$ cat config.mk
export PLATFORM = sky130hd
export DESIGN_NAME = date_validate_day_difference
export DESIGN_NICKNAME = d
export VERILOG_FILES = /design/src/sv/dvdd_pkg.sv /design/src/sv/dvdd_date_unit.sv /design/src/sv/date_validate_day_difference.sv
export SDC_FILE = /design/constraint.sdc
export NUM_CORES = 1
export LEC_CHECK = 0
export BUFFER_PORTS_ARGS = -buffer_cell sky130_fd_sc_hd__buf_2
export CAP_MARGIN = 20
export CORE_AREA = 10 10 187 277
export CTS_CLUSTER_SIZE = 10
export DETAILED_ROUTE_END_ITERATION = 6
export DIE_AREA = 0 0 197 287
export HOLD_SLACK_MARGIN = 0.1
export PLACE_DENSITY = 0.72
export REMOVE_ABC_BUFFERS = 1
export SYNTH_ARGS = -nofsm -noshare
export SYNTH_HDL_FRONTEND = slang
export SYNTH_SLANG_ARGS = --single-unit
export TNS_END_PERCENT = 50
$ cat constraint.sdc
create_clock -name aclk -period 5.4 [get_ports aclk]
set_input_delay 0.27 -clock aclk [delete_from_list [all_inputs] [get_ports aclk]]
set_output_delay 0.27 -clock aclk [all_outputs]
set_load 0.05 [all_outputs]
$ cat src/sv/dvdd_pkg.sv
// dvdd_pkg: shared types, constants and calendar tables for the day difference block
// no dependencies

package dvdd_pkg;

    localparam int unsigned DayW   = 5;
    localparam int unsigned MonthW = 4;
    localparam int unsigned YearW  = 14;
    localparam int unsigned CountW = 22;
    localparam int unsigned QuotW  = 8;   // year / 100 for a 14-bit year
    localparam int unsigned RemW   = 7;   // year % 100

    // x / 100 == (x * Recip100) >> Recip100Shift for every 14-bit x
    localparam int unsigned Recip100      = 5243;
    localparam int unsigned Recip100W     = 13;
    localparam int unsigned Recip100Shift = 19;
    localparam int unsigned ProdW         = YearW + Recip100W;

    localparam logic [YearW-1:0] YearMin = YearW'(1);
    localparam logic [YearW-1:0] YearMax = YearW'(9999);

    localparam logic [MonthW-1:0] MonthJan = MonthW'(1);
    localparam logic [MonthW-1:0] MonthFeb = MonthW'(2);
    localparam logic [MonthW-1:0] MonthDec = MonthW'(12);

    localparam logic [DayW-1:0] FebLeapLen = DayW'(29);

    typedef enum logic [1:0] {
        STATUS_OK         = 2'd0,
        STATUS_FIRST_BAD  = 2'd1,
        STATUS_SECOND_BAD = 2'd2,
        STATUS_BACKWARD   = 2'd3
    } dvdd_status_t;

    // per-stage load enables of the date pipeline
    typedef struct packed {
        logic s1;
        logic s2;
        logic s3;
    } dvdd_adv_t;

    // length of a common-year month, zero for a month code outside 1..12
    function automatic logic [DayW-1:0] month_len(input logic [MonthW-1:0] m);
        logic [DayW-1:0] len;
        case (m)
            4'd1:    len = 5'd31;
            4'd2:    len = 5'd28;
            4'd3:    len = 5'd31;
            4'd4:    len = 5'd30;
            4'd5:    len = 5'd31;
            4'd6:    len = 5'd30;
            4'd7:    len = 5'd31;
            4'd8:    len = 5'd31;
            4'd9:    len = 5'd30;
            4'd10:   len = 5'd31;
            4'd11:   len = 5'd30;
            4'd12:   len = 5'd31;
            default: len = 5'd0;
        endcase
        return len;
    endfunction

    // days in a common year before the first of the month
    function automatic logic [8:0] days_before(input logic [MonthW-1:0] m);
        logic [8:0] n;
        case (m)
            4'd1:    n = 9'd0;
            4'd2:    n = 9'd31;
            4'd3:    n = 9'd59;
            4'd4:    n = 9'd90;
            4'd5:    n = 9'd120;
            4'd6:    n = 9'd151;
            4'd7:    n = 9'd181;
            4'd8:    n = 9'd212;
            4'd9:    n = 9'd243;
            4'd10:   n = 9'd273;
            4'd11:   n = 9'd304;
            4'd12:   n = 9'd334;
            default: n = 9'd0;
        endcase
        return n;
    endfunction

endpackage

$ cat src/sv/dvdd_date_unit.sv
// dvdd_date_unit: three-stage pipeline that checks one date and forms its ordinal day number
// depends on dvdd_pkg

module dvdd_date_unit
    import dvdd_pkg::*;
(
    input  logic              aclk,
    input  dvdd_adv_t         adv,
    input  logic [DayW-1:0]   day,
    input  logic [MonthW-1:0] month,
    input  logic [YearW-1:0]  year,
    output logic              date_ok,
    output logic [CountW-1:0] ordinal
);

    // stage 1: year / 100 by reciprocal multiply
    logic [DayW-1:0]   s1_day_reg;
    logic [MonthW-1:0] s1_month_reg;
    logic [YearW-1:0]  s1_year_reg;
    logic [QuotW-1:0]  s1_q100_reg, s1_q100_next;
    logic [ProdW-1:0]  s1_prod;

    assign s1_prod      = ProdW'(year) * ProdW'(Recip100);
    assign s1_q100_next = s1_prod[ProdW-1 -: QuotW];

    always_ff @(posedge aclk) begin
        if (adv.s1) begin
            s1_day_reg   <= day;
            s1_month_reg <= month;
            s1_year_reg  <= year;
            s1_q100_reg  <= s1_q100_next;
        end
    end

    // stage 2: leap rule, range checks, (year-1) / 100
    logic [DayW-1:0]   s2_day_reg;
    logic [MonthW-1:0] s2_month_reg;
    logic [YearW-1:0]  s2_py_reg, s2_py_next;
    logic [QuotW-1:0]  s2_pq_reg, s2_pq_next;
    logic              s2_leap_reg, s2_leap_next;
    logic              s2_ok_reg, s2_ok_next;
    logic [YearW-1:0]  s2_hundreds;
    logic [RemW-1:0]   s2_rem;
    logic              s2_rem_zero;
    logic [DayW-1:0]   s2_limit;

    always_comb begin
        s2_hundreds  = YearW'(s1_q100_reg) * YearW'(100);
        s2_rem       = RemW'(s1_year_reg - s2_hundreds);
        s2_rem_zero  = (s2_rem == '0);
        s2_leap_next = (s1_year_reg[1:0] == 2'b00 && !s2_rem_zero)
                     || (s2_rem_zero && s1_q100_reg[1:0] == 2'b00);
        s2_pq_next   = s2_rem_zero ? s1_q100_reg - QuotW'(1) : s1_q100_reg;
        s2_py_next   = s1_year_reg - YearW'(1);
        s2_limit     = month_len(s1_month_reg);
        if (s1_month_reg == MonthFeb && s2_leap_next) begin
            s2_limit = FebLeapLen;
        end
        s2_ok_next   = (s1_year_reg >= YearMin) && (s1_year_reg <= YearMax)
                     && (s1_month_reg >= MonthJan) && (s1_month_reg <= MonthDec)
                     && (s1_day_reg != '0) && (s1_day_reg <= s2_limit);
    end

    always_ff @(posedge aclk) begin
        if (adv.s2) begin
            s2_day_reg   <= s1_day_reg;
            s2_month_reg <= s1_month_reg;
            s2_py_reg    <= s2_py_next;
            s2_pq_reg    <= s2_pq_next;
            s2_leap_reg  <= s2_leap_next;
            s2_ok_reg    <= s2_ok_next;
        end
    end

    // stage 3: ordinal = 365*py + py/4 - py/100 + py/400 + month offset + leap day + day
    localparam int unsigned SumW = CountW + 1;
    logic [SumW-1:0]   s3_sum;
    logic [CountW-1:0] s3_ord_reg;
    logic              s3_ok_reg;

    always_comb begin
        s3_sum = SumW'(s2_py_reg) * SumW'(365)
               + SumW'(s2_py_reg >> 2)
               - SumW'(s2_pq_reg)
               + SumW'(s2_pq_reg >> 2)
               + SumW'(days_before(s2_month_reg))
               + SumW'(s2_leap_reg && s2_month_reg > MonthFeb)
               + SumW'(s2_day_reg);
    end

    always_ff @(posedge aclk) begin
        if (adv.s3) begin
            s3_ord_reg <= s3_sum[CountW-1:0];
            s3_ok_reg  <= s2_ok_reg;
        end
    end

    assign date_ok = s3_ok_reg;
    assign ordinal = s3_ord_reg;

endmodule

$ cat src/sv/date_validate_day_difference.sv
// date_validate_day_difference: top level, two date pipelines, compare stage and flow control
// depends on dvdd_pkg and dvdd_date_unit
//
//  channel | direction | handshake         | payload
//  --------+-----------+-------------------+----------------------------------------------
//  s_      | in        | s_valid / s_ready | first/second day, month, year
//  m_      | out       | m_valid / m_ready | m_status, m_day_count
//
// four register stages; an item is registered in stages 1 to 4 in turn and m_valid is the
// stage 4 valid bit; one item per cycle sustained while m_ready stays high
// every stage holds a valid bit and loads when it is empty or its successor moves,
// so bubbles close up under a stall and an item enters while a result waits
// reset (aresetn low, synchronous) clears only the valid bits; data registers are not reset
// the four stages are: divide by 100, leap and range checks, ordinal sum, compare and subtract

module date_validate_day_difference
    import dvdd_pkg::*;
(
    input  logic              aclk,
    input  logic              aresetn,
    input  logic              s_valid,
    output logic              s_ready,
    input  logic [DayW-1:0]   s_first_day,
    input  logic [MonthW-1:0] s_first_month,
    input  logic [YearW-1:0]  s_first_year,
    input  logic [DayW-1:0]   s_second_day,
    input  logic [MonthW-1:0] s_second_month,
    input  logic [YearW-1:0]  s_second_year,
    output logic              m_valid,
    input  logic              m_ready,
    output logic [1:0]        m_status,
    output logic [CountW-1:0] m_day_count
);

    // valid bits for each stage
    logic      v1_reg, v2_reg, v3_reg, v4_reg;
    logic      en4;
    dvdd_adv_t adv;

    // a stage moves when it is empty or its successor takes its item
    assign en4    = !v4_reg || m_ready;
    assign adv.s3 = !v3_reg || en4;
    assign adv.s2 = !v2_reg || adv.s3;
    assign adv.s1 = !v1_reg || adv.s2;
    assign s_ready = adv.s1;

    always_ff @(posedge aclk) begin
        if (!aresetn) begin
            v1_reg <= 1'b0;
            v2_reg <= 1'b0;
            v3_reg <= 1'b0;
            v4_reg <= 1'b0;
        end else begin
            if (adv.s1) v1_reg <= s_valid;
            if (adv.s2) v2_reg <= v1_reg;
            if (adv.s3) v3_reg <= v2_reg;
            if (en4)    v4_reg <= v3_reg;
        end
    end

    // the two dates run side by side through identical pipelines
    logic              first_ok, second_ok;
    logic [CountW-1:0] first_ord, second_ord;

    dvdd_date_unit u_first (
        .aclk    (aclk),
        .adv     (adv),
        .day     (s_first_day),
        .month   (s_first_month),
        .year    (s_first_year),
        .date_ok (first_ok),
        .ordinal (first_ord)
    );

    dvdd_date_unit u_second (
        .aclk    (aclk),
        .adv     (adv),
        .day     (s_second_day),
        .month   (s_second_month),
        .year    (s_second_year),
        .date_ok (second_ok),
        .ordinal (second_ord)
    );

    // stage 4: status priority is first date, then second date, then ordering
    dvdd_status_t      status_reg, status_next;
    logic [CountW-1:0] count_reg, count_next;

    always_comb begin
        status_next = STATUS_OK;
        count_next  = '0;
        if (!first_ok) begin
            status_next = STATUS_FIRST_BAD;
        end else if (!second_ok) begin
            status_next = STATUS_SECOND_BAD;
        end else if (second_ord < first_ord) begin
            status_next = STATUS_BACKWARD;
        end else begin
            count_next = second_ord - first_ord;
        end
    end

    always_ff @(posedge aclk) begin
        if (en4) begin
            status_reg <= status_next;
            count_reg  <= count_next;
        end
    end

    assign m_valid     = v4_reg;
    assign m_status    = status_reg;
    assign m_day_count = count_reg;

endmodule

* Word level (Yosys, flattened, before mapping)
Memory sizes are Yosys's and may differ from the RTL's. A register that Yosys moved wholly into a read port is not among the register bits.
Cells that the tools add are included.
W data, S select, Z words.
** Cells by class
- Mux-type cells :: 10
- Add/sub/neg operators :: 19
- Reduce and logical (&&, ||, !) cells :: 39
- Bitwise operators :: 2
- Multiply operators :: 6
- Magnitude comparators :: 13
- Equal/unequal tests :: 2
** Operators by type and width (number)
- $mul A14 B13 Y27 const B :: 2
- $add A22 B1 Y22 :: 2
- $add A22 B12 Y22 :: 2
- $add A22 B5 Y22 :: 2
- $add A22 B6 Y22 :: 2
- $add A22 B9 Y22 :: 2
- $mul A14 B9 Y22 const B :: 2
- $sub A22 B8 Y22 :: 2
- $ge A14 B1 Y1 const B :: 2
- $le A14 B14 Y1 const B :: 2
- $sub A14 B1 Y14 const B :: 2
- $lt A22 B22 Y1 :: 1
- $sub A22 B22 Y22 :: 1
- $logic_and A1 B1 Y1 :: 18
- $mul A8 B5 Y5 const B :: 2
- $mux W4 :: 4
- $mux W8 :: 2
- $sub A8 B1 Y8 const B :: 2
- $logic_not A7 Y1 :: 2
- $sub A7 B7 Y7 :: 2
- $le A5 B5 Y1 :: 2
- $mux W5 :: 2
- $reduce_bool A5 Y1 :: 2
- $eq A4 B2 Y1 const B :: 2
- other kinds (9) :: 27
** Storage, ports and cells
- Word-level logic and storage cells :: 125
- Bits of input ports :: 50
- Register bits after elaboration :: 202
- Output and inout bits :: 26
- Memories kept :: 4
- Memory bits (read-only) :: 448
** Memory list
- (no name shown) :: depth 16, width 9, rd ports 1, clocked after memory_dff 1, write ports 0, RTL line dvdd_pkg.sv:66 : case (m)
- (no name shown) :: depth 16, width 9, rd ports 1, clocked after memory_dff 1, write ports 0, RTL line dvdd_pkg.sv:66
- (no name shown) :: depth 16, width 5, rd ports 1, clocked after memory_dff 1, write ports 0, RTL line dvdd_pkg.sv:45 : case (m)
- (no name shown) :: depth 16, width 5, rd ports 1, clocked after memory_dff 1, write ports 0, RTL line dvdd_pkg.sv:45

* Depth between registers and ports, before layout
- Depth after elaboration :: 10
- Mapped depth :: 22
- Depth with buffers taken out :: 22

* By module
A second synthesis with hierarchy kept.
** Unflattened totals
- Cells, all modules :: 2453
- Area total of the unflattened synthesis :: 26243.9 um^2
** By module, submodules not included
- dvdd_date_unit at u_first :: area each 11949.0 um^2, cells each 1095, sequential area each 2852.7 um^2, instances 1
- dvdd_date_unit at u_second :: area each 11937.7 um^2, cells each 1098, sequential area each 2852.7 um^2, instances 1
- date_validate_day_difference :: area each 2357.3 um^2, cells each 260, sequential area each 800.8 um^2, instances 1

* Worst setup path before layout
Ideal clock, no wire load.
- Path type :: reg2reg
- From :: register u_first.s2_py_reg[8]
- To :: register u_first.s3_ord_reg[21], in the netlist u_first.ordinal[21] (data pin)
- Setup time :: 260 ps
- Arrival :: 5028 ps
- Slack :: 112 ps
- Period minus slack after synthesis :: 5288 ps
- Required time :: 5140 ps
- Stages on the path, launching flop included :: 18
- Path buffers :: 0
- Cell sequence :: edfxtp_1 inv_1 ha_1 inv_1 fa_1 fa_1 fa_1 fa_1 ha_1 ha_1 a21o_1 a21o_1 a2111oi_0 o211ai_1 a31oi_2 o21ai_1 a21oi_1 xnor2_1
** Between the ends
- Longest elaborated chain between the ends :: 7
** Ends and longest elaborated chain
- start, declared :: RTL line dvdd_date_unit.sv:38 : logic [YearW-1:0] s2_py_reg, s2_py_next;
- start signal, assigned :: RTL line dvdd_date_unit.sv:68 : s2_py_reg <= s2_py_next;
- $mul A14 B9 Y22 :: RTL line dvdd_date_unit.sv:82 : s3_sum = SumW'(s2_py_reg) * SumW'(365)
- $add A22 B12 Y22 * :: RTL line dvdd_date_unit.sv:83 : + SumW'(s2_py_reg >> 2)
- $sub A22 B8 Y22 * :: RTL line dvdd_date_unit.sv:84 : - SumW'(s2_pq_reg)
- $add A22 B6 Y22 * :: RTL line dvdd_date_unit.sv:85 : + SumW'(s2_pq_reg >> 2)
- $add A22 B9 Y22 * :: RTL line dvdd_date_unit.sv:86 : + SumW'(days_before(s2_month_reg))
- $add A22 B1 Y22 * :: RTL line dvdd_date_unit.sv:87 : + SumW'(s2_leap_reg && s2_month_reg > MonthFeb)
- $add A22 B5 Y22 * :: RTL line dvdd_date_unit.sv:88 : + SumW'(s2_day_reg);
- via u_first.s3_sum[21] :: RTL line dvdd_date_unit.sv:77 : logic [SumW-1:0] s3_sum;
- end signal, assigned :: RTL line dvdd_date_unit.sv:93 : s3_ord_reg <= s3_sum[CountW-1:0];
- end, declared :: RTL line dvdd_date_unit.sv:78 : logic [CountW-1:0] s3_ord_reg;
The timed path passes the listed nets; every way through them passes the cells marked *.
A chain may end at the register's enable or synchronous reset.

* Final worst setup path
- From :: register u_second.s2_py_reg[5]
- To :: register u_second.s3_ord_reg[20], in the netlist u_second.ordinal[20] (data pin)
** Between the ends
- Longest elaborated chain between the ends :: 7
** Ends and longest elaborated chain (RTL line)
- start, declared :: dvdd_date_unit.sv:38
- start signal, assigned :: dvdd_date_unit.sv:68
- $mul A14 B9 Y22 :: dvdd_date_unit.sv:82
- $add A22 B12 Y22 * :: dvdd_date_unit.sv:83
- $sub A22 B8 Y22 * :: dvdd_date_unit.sv:84
- $add A22 B6 Y22 * :: dvdd_date_unit.sv:85
- $add A22 B9 Y22 * :: dvdd_date_unit.sv:86
- $add A22 B1 Y22 * :: dvdd_date_unit.sv:87
- $add A22 B5 Y22 * :: dvdd_date_unit.sv:88
- via u_second.s3_sum[20] :: dvdd_date_unit.sv:77
- end signal, assigned :: dvdd_date_unit.sv:93
- end, declared :: dvdd_date_unit.sv:78
Marked as above.

==> impl_metrics.env <==
export IMPL_ys_warn_count=0
export IMPL_hold_viol=0
export IMPL_post_dp_cell_area_sq_mm=0.0270
export IMPL_rsz0062_at_grt="yes"
export IMPL_fmax_mhz=184
export IMPL_ys_types=72
export IMPL_via_per_inst=5.23
export IMPL_grt_max_degree=47
export IMPL_die_height_um=287
export IMPL_rrSetupSlack_ps=-30
export IMPL_mappedNetlistArea_sq_mm=0.0254
export IMPL_setup_violations=1
export IMPL_arrival_ps=5800
export IMPL_dp_slack_ps=-160
export IMPL_cap_violations=0
export IMPL_n_antenna_cell=0
export IMPL_routedWlPerCell_um=16.4
export IMPL_maxSlewViolCount=0
export IMPL_synth_edf_count=198
export IMPL_path_clk_slew_ps=60
export IMPL_seq_area_sq_mm=0.00651
export IMPL_tightest_slew_ps=1020
export IMPL_antenna_left=0
export IMPL_fin_nets=3382
export IMPL_fin_skew_ps=11.6
export IMPL_crit_type="flop to flop"
export IMPL_cts_root_buf="clkbuf_16"
export IMPL_max_slew_margin_pct=31.5
export IMPL_grtUsageTotal_pct=18.7
export IMPL_cp_data_required_time_ps=5770
export IMPL_nFillCells=3685
export IMPL_overflow=0
export IMPL_synth_top_area_share_pct=24.5
export IMPL_final_util_pct=62.0
export IMPL_io_buffers=75
export IMPL_clock_latency_ps=550
export IMPL_r2r_start="u_second.s2_py_reg[5]"
export IMPL_cts_buffers=28
export IMPL_drt_iter0_drc=603
export IMPL_coreArea_sq_mm=0.0466
export IMPL_ys_seq_elements=226
export IMPL_synth_area_top_cells="fa_1 (24%), edfxtp_1 (23%), ha_1 (23%), inv_1 (8.7%), xnor2_1 (2.5%)"
export IMPL_period_share_pct=101
export IMPL_violations="negative setup slack"
export IMPL_clk_path_buf_depth=3
export IMPL_finalWirelength_um=52100
export IMPL_critPathLaunchType="flop"
export IMPL_tns_ps=-30.1
export IMPL_drc=0
export IMPL_multi_input_area_sq_mm=0.0170
export IMPL_area_growth_pct=13.5
export IMPL_synth_top_area_cell="fa_1"
export IMPL_syn_avg_cell_area_sq_um=10.9
export IMPL_h_tree_depth=1
export IMPL_cp_endpoint="u_second.ordinal[20]"
export IMPL_first_pass_iters=4
export IMPL_cts_tree="built"
export IMPL_endpoint_kind="flop"
export IMPL_setup_ws_ps=-30.1
export IMPL_crit_fanout=3
export IMPL_pin_count=76
export IMPL_syn_instance_count=2324
export IMPL_min_period_ps=5430
export IMPL_initial_utilization_pct=54.6
export IMPL_grt_antenna_before_repair=0
export IMPL_ys_top_cells_by_count="inv_1 (592), ha_1 (462), fa_1 (311)"
export IMPL_outcome="finished with violations"
export IMPL_worstHoldPathType="input port to flop"
export IMPL_startpoint="u_second.s2_py_reg[5]"
export IMPL_regToRegEndpoint="u_second.ordinal[20]"
export IMPL_yosys_cell_count_top_type="inv_1"
export IMPL_die_area_sq_mm=0.0565
export IMPL_die_w_um=197
export IMPL_clock_sinks=226
export IMPL_dpl_hpwl_um=44100
export IMPL_ys_seq_area_share_pct=25.6
export IMPL_rows=97
export IMPL_r2r_cells=16
export IMPL_drive_gt1_share_pct=11.1
export IMPL_async_reset_ff_share_pct=0
export IMPL_grt_pass1_wl_um=86100
export IMPL_vias=16600
export IMPL_ys_flop_type="edfxtp_1"
export IMPL_gp_congestion=0.905
export IMPL_grt_pass1_vias=18300
export IMPL_stdcell_area_sq_mm=0.0289
==> through the flow <==
| stage | hold slack (ps) | std cells |
|---|---|---|
| 6_report | 126 | 3175 |
| 5_1_grt | 119 | 3175 |
| 4_1_cts | 104 | 3153 |
| 3_5_place_dp | 448 | 3042 |
| 3_3_place_gp | 410 | 3042 |
| 2_1_floorplan | 369 | 2315 |
==> routing by layer <==
| layer | track usage [%] | wire length (um) |
|---|---|---|
| met1 | 19.7 | 19700 |
| met5 | 0 | 0 |
| met2 | 36.2 | 28700 |
| met3 | 1.78 | 1380 |
| met4 | 8.75 | 2400 |
==> cells by family (layout without fill, tap and decap cells) <==
logic type               count (synthesis)  after routing  share of synthesized area, %
AO/OA/AOI/OAI                          264            264                          6.97
XOR/XNOR                               117            117                          4.03
adder cells (fa/ha/maj)                773            773                          47.2
buffers and inverters                  601            858                          8.91
flip-flops                             226            226                          25.6
multiplexers                            18             18                         0.762
AND/OR/NAND/NOR                        325            325                          6.58
==> critical path, cell delays in order (launching register included) <==
cell,delay (ps)
edfxtp_1,440
fa_1,520
fa_1,500
inv_1,50
fa_1,490
inv_1,50
fa_1,550
fa_1,450
ha_4,240
ha_4,260
o21a_1,170
o31ai_4,90
a2111o_1,470
a31oi_2,200
nor2_1,70
or4_1,440
a221oi_2,250
==> timing repair <==
| item | CTS | global route |
|---|---|---|
| pin swaps | 15 | 32 |
| hold buffers | 47 | 0 |
| buffers inserted | 12 | 22 |
| endpoints found under the hold margin | 51 | 0 |
| setup endpoints to repair | 8 | 21 |
| gates resized for setup | 9 | 54 |
==> worst min path at each step <==
stage	from	end	slack (ps)	cells past startpoint
2_1_floorplan	s_first_day[0]	u_first.s1_day_reg[0]	370	0
3_3_place_gp	u_first.s2_ok_reg	u_first.date_ok	410	0
3_5_place_dp	s_first_day[2]	u_first.s1_day_reg[2]	450	1
4_1_cts	s_second_year[8]	u_second.s1_year_reg[8]	100	1
5_1_grt	s_second_year[8]	u_second.s1_year_reg[8]	120	1
6_report	s_second_year[8]	u_second.s1_year_reg[8]	130	1
==> cells in the final DEF, fill, tap and decap left out, types with 29 or more instances in the layout <==
cell type / netlist / routed
clkbuf_16: 0 / 29
fa_1: 311 / 303
edfxtp_1: 198 / 198
buf_2: 3 / 75
xor2_1: 43 / 43
ha_1: 462 / 451
a21oi_1: 66 / 58
buf_4: 2 / 92
inv_1: 592 / 586
dlygate4sd3_1: 0 / 47
nand2_1: 79 / 76
o21ai_0: 50 / 49
xnor2_1: 74 / 74
nor2_1: 75 / 72
==> layout make-up <==
type | count | share of cell area, %
multi-input cells | 1497 | 58.9
flip-flops and latches | 226 | 22.5
inverters | 592 | 7.70
repair buffers | 214 | 5.32
clock buffers | 48 | 2.79
well taps | 594 | 2.57
clock inverters | 4 | 0.186
Power is left out: the tool's default activity adds up to more than one toggle a clock period on the data nets, which glitch-free logic cannot reach.
